<file path="config.mk">
export PLATFORM = sky130hd
export DESIGN_NAME = hold_repress_input_debouncer_core
export DESIGN_NICKNAME = d
export VERILOG_FILES = /design/src/design/hrid_pkg.sv /design/src/design/hold_repress_input_debouncer_core.sv /design/src/design/hrid_lane.sv /design/src/design/hrid_merge.sv /design/src/design/hrid_outbuf.sv
export SDC_FILE = /design/constraint.sdc
export NUM_CORES = 1
export LEC_CHECK = 0
export BUFFER_PORTS_ARGS = -buffer_cell sky130_fd_sc_hd__buf_4
export CAP_MARGIN = 20
export CORE_UTILIZATION = 65
export DETAILED_ROUTE_END_ITERATION = 10
export PLACE_DENSITY = 0.83
export SLEW_MARGIN = 20
export SYNTH_ARGS = -nofsm -noshare
export SYNTH_HDL_FRONTEND = slang
export SYNTH_SLANG_ARGS = --single-unit
</file>
<file path="constraint.sdc">
create_clock -name clk -period 6.54 [get_ports clk]
set_input_delay 0 -clock clk [delete_from_list [all_inputs] [get_ports clk]]
set_output_delay 0 -clock clk [all_outputs]
set_load 0.01 [all_outputs]
</file>
<file path="src/design/hrid_pkg.sv">
`default_nettype none
// ---------------------------------------------------------------------------
// hrid_pkg
// shared widths, defaults and lane result type for the input debouncer
// ---------------------------------------------------------------------------
package hrid_pkg;

  localparam int BYTE_W            = 8;
  localparam int WORD_PORTS        = 4;
  localparam int IN_W              = 32;
  localparam int CHG_W             = 8;
  localparam int OUT_W             = IN_W + CHG_W;

  localparam int PORT_COUNT_DEF    = 4;
  localparam int HOLD_DEPTH_DEF    = 4;
  localparam int REPRESS_DEPTH_DEF = 8;

  // per-port lane result
  typedef struct packed {
    logic [BYTE_W-1:0] changed;
    logic [BYTE_W-1:0] stable;
  } lane_res_t;

  // ports that fit in the 32-bit scan word
  function automatic int active_lanes(input int ports);
    return (ports > WORD_PORTS) ? WORD_PORTS : ports;
  endfunction

  // slot index width for a ring of the given depth
  function automatic int slot_width(input int depth);
    return (depth > 1) ? $clog2(depth) : 1;
  endfunction

endpackage
`default_nettype wire

</file>
<file path="src/design/hold_repress_input_debouncer_core.sv">
`default_nettype none
// an accepted scan's result is registered, then leaves on out_* after any older result
// throughput: one scan per cycle, limited only by the two-entry result buffer
// in_tready stays high while that buffer has a free entry, independent of out_tready
// reset (rst_n low, synchronous): stable vector, hold and repress rings, both ring
// slots and the result buffer count and pointers are cleared; no clearing pass is needed
// ---------------------------------------------------------------------------
// hold_repress_input_debouncer_core
// per-pin debouncer: rise gated by a repress history of rise vectors taken before the fall step,
// fall gated by a hold history of raw scans; one lane per 8-pin port
// ---------------------------------------------------------------------------
module hold_repress_input_debouncer_core #(
  parameter int PORT_COUNT    = hrid_pkg::PORT_COUNT_DEF,
  parameter int HOLD_DEPTH    = hrid_pkg::HOLD_DEPTH_DEF,
  parameter int REPRESS_DEPTH = hrid_pkg::REPRESS_DEPTH_DEF
) (
  input  wire logic                       clk,
  input  wire logic                       rst_n,
  // scan input
  input  wire logic                       in_tvalid,
  output logic                            in_tready,
  input  wire logic [hrid_pkg::IN_W-1:0]  in_tdata,   // [31:0] sample_bits
  // debounced result
  output logic                            out_tvalid,
  input  wire logic                       out_tready,
  output logic [hrid_pkg::OUT_W-1:0]      out_tdata   // [31:0] stable_bits, [39:32] changed_positions
);

  // ports beyond the 32-bit word are never used
  localparam int LANES = hrid_pkg::active_lanes(PORT_COUNT);
  localparam int HW    = hrid_pkg::slot_width(HOLD_DEPTH);
  localparam int RW    = hrid_pkg::slot_width(REPRESS_DEPTH);
  localparam logic [hrid_pkg::IN_W-1:0] LANE_MASK =
    hrid_pkg::IN_W'((64'd1 << (hrid_pkg::BYTE_W * LANES)) - 64'd1);

  logic                          in_acc;
  logic                          has_room;
  logic [HW-1:0]                 hold_slot_r;
  logic [HW-1:0]                 hold_slot_nxt;
  logic [RW-1:0]                 repress_slot_r;
  logic [RW-1:0]                 repress_slot_nxt;
  hrid_pkg::lane_res_t           lane_res [LANES];
  logic [hrid_pkg::IN_W-1:0]     stable_bits;
  logic [hrid_pkg::CHG_W-1:0]    changed_positions;

  assign in_tready = has_room;
  assign in_acc    = in_tvalid & in_tready;

  // ring slots are shared by every lane, advancing once per accepted scan
  always_comb begin
    hold_slot_nxt    = (hold_slot_r == HW'(HOLD_DEPTH - 1)) ? '0 : hold_slot_r + HW'(1);
    repress_slot_nxt = (repress_slot_r == RW'(REPRESS_DEPTH - 1)) ? '0
                                                                 : repress_slot_r + RW'(1);
  end

  always_ff @(posedge clk) begin
    if (!rst_n) begin
      hold_slot_r    <= '0;
      repress_slot_r <= '0;
    end else if (in_acc) begin
      hold_slot_r    <= hold_slot_nxt;
      repress_slot_r <= repress_slot_nxt;
    end
  end

  // one debounce lane per active port byte
  for (genvar p = 0; p < LANES; p++) begin : g_lane
    hrid_lane #(
      .HOLD_DEPTH    (HOLD_DEPTH),
      .REPRESS_DEPTH (REPRESS_DEPTH)
    ) u_lane (
      .clk          (clk),
      .rst_n        (rst_n),
      .accept       (in_acc),
      .sample       (in_tdata[p*hrid_pkg::BYTE_W +: hrid_pkg::BYTE_W]),
      .hold_slot    (hold_slot_r),
      .repress_slot (repress_slot_r),
      .res          (lane_res[p])
    );
  end

  // combine lane bytes; change mask is the OR across ports
  hrid_merge #(
    .LANES (LANES)
  ) u_merge (
    .res               (lane_res),
    .stable_bits       (stable_bits),
    .changed_positions (changed_positions)
  );

  // result word registered here, decoupling the two handshakes
  hrid_outbuf u_outbuf (
    .clk        (clk),
    .rst_n      (rst_n),
    .push       (in_acc),
    .push_data  ({changed_positions, stable_bits}),
    .has_room   (has_room),
    .out_tvalid (out_tvalid),
    .out_tready (out_tready),
    .out_tdata  (out_tdata)
  );

`ifndef SYNTH
  // an accepted scan always leaves a result waiting
  a_result_after_accept: assert property (@(posedge clk) disable iff (!rst_n)
    in_acc |=> out_tvalid)
    else $error("no result after accepted scan");

  // pins of unused ports never read high
  a_unused_ports_low: assert property (@(posedge clk) disable iff (!rst_n)
    out_tvalid |-> ((out_tdata[hrid_pkg::IN_W-1:0] & ~LANE_MASK) == '0))
    else $error("unused port bits set in stable vector");

  // back-pressure only when the buffer really holds results
  a_stall_means_full: assert property (@(posedge clk) disable iff (!rst_n)
    !in_tready |-> out_tvalid)
    else $error("input stalled with empty result buffer");

  // hold slot stays inside its ring
  a_hold_slot_range: assert property (@(posedge clk) disable iff (!rst_n)
    hold_slot_r <= HW'(HOLD_DEPTH - 1))
    else $error("hold slot out of range");
`endif

endmodule
`default_nettype wire

</file>
<file path="src/design/hrid_lane.sv">
`default_nettype none
// ---------------------------------------------------------------------------
// hrid_lane
// debounce core for one 8-pin port: repress and hold rings plus stable byte
// ---------------------------------------------------------------------------
module hrid_lane #(
  parameter int HOLD_DEPTH    = hrid_pkg::HOLD_DEPTH_DEF,
  parameter int REPRESS_DEPTH = hrid_pkg::REPRESS_DEPTH_DEF,
  localparam int HW           = hrid_pkg::slot_width(HOLD_DEPTH),
  localparam int RW           = hrid_pkg::slot_width(REPRESS_DEPTH)
) (
  input  wire logic                        clk,
  input  wire logic                        rst_n,
  input  wire logic                        accept,
  input  wire logic [hrid_pkg::BYTE_W-1:0] sample,
  input  wire logic [HW-1:0]               hold_slot,
  input  wire logic [RW-1:0]               repress_slot,
  output hrid_pkg::lane_res_t              res
);

  logic [hrid_pkg::BYTE_W-1:0] hold_r    [HOLD_DEPTH];
  logic [hrid_pkg::BYTE_W-1:0] repress_r [REPRESS_DEPTH];
  logic [hrid_pkg::BYTE_W-1:0] stable_r;
  logic [hrid_pkg::BYTE_W-1:0] stable_nxt;
  logic [hrid_pkg::BYTE_W-1:0] rise;
  logic [hrid_pkg::BYTE_W-1:0] seen_rep;
  logic [hrid_pkg::BYTE_W-1:0] seen_hold;

  always_comb begin
    seen_rep = '0;
    for (int j = 0; j < REPRESS_DEPTH; j++) begin
      seen_rep = seen_rep | repress_r[j];
    end
    rise = stable_r | (sample & ~seen_rep);
    // hold history including this scan in place of the slot it overwrites
    seen_hold = sample;
    for (int j = 0; j < HOLD_DEPTH; j++) begin
      if (HW'(j) != hold_slot) begin
        seen_hold = seen_hold | hold_r[j];
      end
    end
    stable_nxt  = rise & seen_hold;
    res.stable  = stable_nxt;
    res.changed = stable_nxt ^ stable_r;
  end

  always_ff @(posedge clk) begin
    if (!rst_n) begin
      stable_r <= '0;
      for (int j = 0; j < HOLD_DEPTH; j++) begin
        hold_r[j] <= '0;
      end
      for (int j = 0; j < REPRESS_DEPTH; j++) begin
        repress_r[j] <= '0;
      end
    end else if (accept) begin
      stable_r                <= stable_nxt;
      hold_r[hold_slot]       <= sample;
      repress_r[repress_slot] <= rise;
    end
  end

endmodule
`default_nettype wire

</file>
<file path="src/design/hrid_merge.sv">
`default_nettype none
// ---------------------------------------------------------------------------
// hrid_merge
// gathers lane bytes into the stable vector and folds the change masks
// ---------------------------------------------------------------------------
module hrid_merge #(
  parameter int LANES = hrid_pkg::WORD_PORTS
) (
  input  wire hrid_pkg::lane_res_t         res [LANES],
  output logic [hrid_pkg::IN_W-1:0]        stable_bits,
  output logic [hrid_pkg::CHG_W-1:0]       changed_positions
);

  always_comb begin
    stable_bits       = '0;
    changed_positions = '0;
    for (int p = 0; p < LANES; p++) begin
      stable_bits[p*hrid_pkg::BYTE_W +: hrid_pkg::BYTE_W] = res[p].stable;
      changed_positions = changed_positions | res[p].changed;
    end
  end

endmodule
`default_nettype wire

</file>
<file path="src/design/hrid_outbuf.sv">
`default_nettype none
// ---------------------------------------------------------------------------
// hrid_outbuf
// two-entry result buffer so input acceptance does not wait on out_tready
// ---------------------------------------------------------------------------
module hrid_outbuf (
  input  wire logic                         clk,
  input  wire logic                         rst_n,
  input  wire logic                         push,
  input  wire logic [hrid_pkg::OUT_W-1:0]   push_data,
  output logic                              has_room,
  output logic                              out_tvalid,
  input  wire logic                         out_tready,
  output logic [hrid_pkg::OUT_W-1:0]        out_tdata
);

  logic [hrid_pkg::OUT_W-1:0] buf_r [2];
  logic                       wr_ptr_r;
  logic                       rd_ptr_r;
  logic [1:0]                 count_r;
  logic [1:0]                 count_nxt;
  logic                       pop;

  assign out_tvalid = (count_r != 2'd0);
  assign out_tdata  = buf_r[rd_ptr_r];
  assign has_room   = (count_r != 2'd2);
  assign pop        = out_tvalid & out_tready;

  always_comb begin
    count_nxt = count_r;
    if (push && !pop) begin
      count_nxt = count_r + 2'd1;
    end else if (pop && !push) begin
      count_nxt = count_r - 2'd1;
    end
  end

  always_ff @(posedge clk) begin
    if (!rst_n) begin
      wr_ptr_r <= 1'b0;
      rd_ptr_r <= 1'b0;
      count_r  <= 2'd0;
    end else begin
      count_r <= count_nxt;
      if (push) begin
        wr_ptr_r <= ~wr_ptr_r;
      end
      if (pop) begin
        rd_ptr_r <= ~rd_ptr_r;
      end
    end
  end

  always_ff @(posedge clk) begin
    if (push) begin
      buf_r[wr_ptr_r] <= push_data;
    end
  end

endmodule
`default_nettype wire

</file>
==> results.txt <==
Worst slew pin tran: 1200 ps
Worst-path clk slew: 60 ps
Hold Violations, Final: 0
Max layer used: met4
Inst Count DP: 1877
# DRC: 0
TritonCTS clock tree: done
Final TNS setup: 0 ps
Layout area overhead: 14.2%
Crit. End Element: flip-flop
Min Tclk post-route: 3270 ps
Clock root cell: clkbuf_16
Fill count: 1800
Worst Hold Class: primary input to flip-flop
GRT Residual Overflow: 0
Max-Cap Viols: 0
Leakage Power: 8.13 nW
Worst R2R Setup Slack: 3270 ps
Max-slew violations: 0
First-pass GRT wire length: 75.2 mm
Vias: 13100
Clk_lat worst skew: 560 ps
Initial DRC Count: 1981
Yosys reg bits: 506
Deepest clock path buffer count: 3
Avg Cell Area, Syn: 13.9 um^2
Skew final: 12.1 ps
Number of placed I/O pins: 78
Post-CTS Hold Buffers: 34
Die ar.: 31800 um^2
TritonCTS buffer count: 48
Final setup fails: 0
Post-Syn Nets: 1500
Initial antenna violation count: 1
FMAX: 0.306 GHz
Final instance area: 23100 um^2
Seq/Total Area, Yosys: 0.731
Setup bufs post-CTS: 0
Synth Warn #: 0
Gr usage total: 0.326
Slew headroom: 0.191
Yosys top cell area share: 0.689
EDFF count, synth: 464
Async set-reset flop share out of synthesis: 0
Syn Inst Count: 1457
Most frequent cells after synthesis: edfxtp_1 (464), nor2_1 (314), and2_1 (157)
Top FF cell, synth: edfxtp_1
Drt total wl: 50.8 mm
Core box area: 30600 um^2
Num Clock Sinks: 506
# nets final: 1612
Min Hold Slack: 188 ps
Final non-filler cell total: 2002
Share of layout cells above drive strength 1: 0.147
Cell Pwr Density: 329 nW/um^2
GPL Wtd Cong: 0.901
Final worst-path cycle share: 0.500
Antenna Cells: 0
Crit Path Max Fanout: 27
Synth unique cells: 55
Worst IR drop on VDD: 0.222 mV
Initial core utilization: 0.661
Number of gates resized after CTS: 0
First-pass DRT Iterations: 6
Wirelength per Cell: 25.4 um
RSZ-0062 raised after global routing: no
Number of global-route vias before repair: 12600
DPL Wire Length: 31.7 mm
DP Area: 21200 um^2
CP Class: flip-flop to flip-flop
Chip Width: 178 um
H-tree level count: 2
Die H: 178 um
Worst EP arrival: 3520 ps
Via density: 6.52
Crit start category: flip-flop
Synthesized cell area: 20200 um^2
Area contributors post-synth: edfxtp_1 (69%), nor2_1 (5.8%), and2_1 (4.9%)
Req. time, crit path: 6790 ps
Row count: 64
Wire length on met1: 19.5 mm
Pin count of the biggest net entering global routing: 69
Synth area leader: edfxtp_1
Count leader, synth: edfxtp_1
Status: finished, final reports clean
Antenna-violating nets left: 0
PortBufs: 77
DR WL met2: 23.1 mm
Met3 WL: 7.19 mm
-- worst max-delay path, stage by stage (launching register included) --
cell	delay [ps]
dfxtp_1	520
inv_1	220
ha_1	340
inv_2	560
a222oi_1	180
and2_1	220
a2111oi_0	670
o2111ai_1	240
-- state kept, by name (all words and copies together), names as in the netlist, named ones only --
name                     cells
g_lane.u_lane.repress_r    256
u_outbuf.rd_ptr_r            1
u_outbuf.wr_ptr_r            1
hold_slot_r                  2
u_outbuf.buf_r              80
g_lane.u_lane.hold_r       128
repress_slot_r               3
u_outbuf.count_r             2
g_lane.u_lane.stable_r      32
-- cells in the final DEF, fill, tap and decap left out, drive strengths merged, types with 4 or more instances in the layout --
cell type / Yosys / final
nor2: 316 / 316
nand2: 25 / 25
nor4: 33 / 33
edfxtp: 464 / 464
a21boi: 4 / 4
inv: 7 / 7
and2: 158 / 158
a22o: 32 / 32
o2111ai: 6 / 6
nor4b: 4 / 4
a2111oi: 4 / 4
buf: 30 / 105
nor3: 37 / 37
nand4b: 9 / 9
mux2: 41 / 41
a31oi: 20 / 20
dfxtp: 42 / 42
a222oi: 28 / 28
clkbuf: 47 / 68
nand4: 6 / 6
clkinv: 0 / 15
a221o: 4 / 4
and4b: 4 / 4
dlygate4sd3: 0 / 34
ha: 7 / 7
nand2b: 4 / 4
nand3: 21 / 21
nor2b: 42 / 42
a21oi: 38 / 38
-- cells by family after synthesis --
kind of cell	synth area share
and+or+nand+nor	0.166
DFF	0.731
AOI/OAI and AO/OA	0.0552
buffers and inverters	0.0184
muxes	0.0233
adders and majority gates	0.00433
xor gates and xnor gates	0.00173
-- cell type report --
cell class,instances,area [um^2],area share
Clock inverter,19,161,0.00699
Sequential cell,506,14800,0.639
Timing Repair Buffer,139,1140,0.0494
Tap cell,396,495,0.0214
Inverter,7,26.3,0.00114
Multi-Input combinational cell,867,5150,0.223
Clock buffer,68,1360,0.0588
-- report_power, final --
| group | internal (mW) | total, mW | switching [mW] | leakage, nW |
|---|---|---|---|---|
| combinational | 0.378 | 0.977 | 0.599 | 2.29 |
| clock | 1.56 | 2.71 | 1.16 | 0.742 |
| sequential | 3.81 | 3.92 | 0.112 | 5.10 |
-- worst paths after layout --
check,startpoint,endpoint,cells past startpoint
hold reg to reg,g_lane[3].u_lane.stable_r[2],g_lane[3].u_lane.stable_r[2],1
hold / removal,in_tvalid,hold_slot_r[1],4
setup reg to reg,hold_slot_r[1],u_outbuf.buf_r[1][33],7
setup / recovery,hold_slot_r[1],u_outbuf.buf_r[1][33],7
-- stage by stage --
stage	util	power, mW	setup slack, ps
after floorplan	-	4.50	2850
after global placement	0.692	4.88	3210
after detailed placement	0.693	4.92	3310
after CTS	0.754	7.59	3330
after global routing	0.755	7.80	3140
final	0.755	7.61	3270
-- routing by layer --
metal	vias up	track usage
met5	-	0
met4	0	0.0883
met3	81	0.0746
met2	1005	0.489
met1	6379	0.486
li1	5590	-
Power figures use the tool's default switching activity.
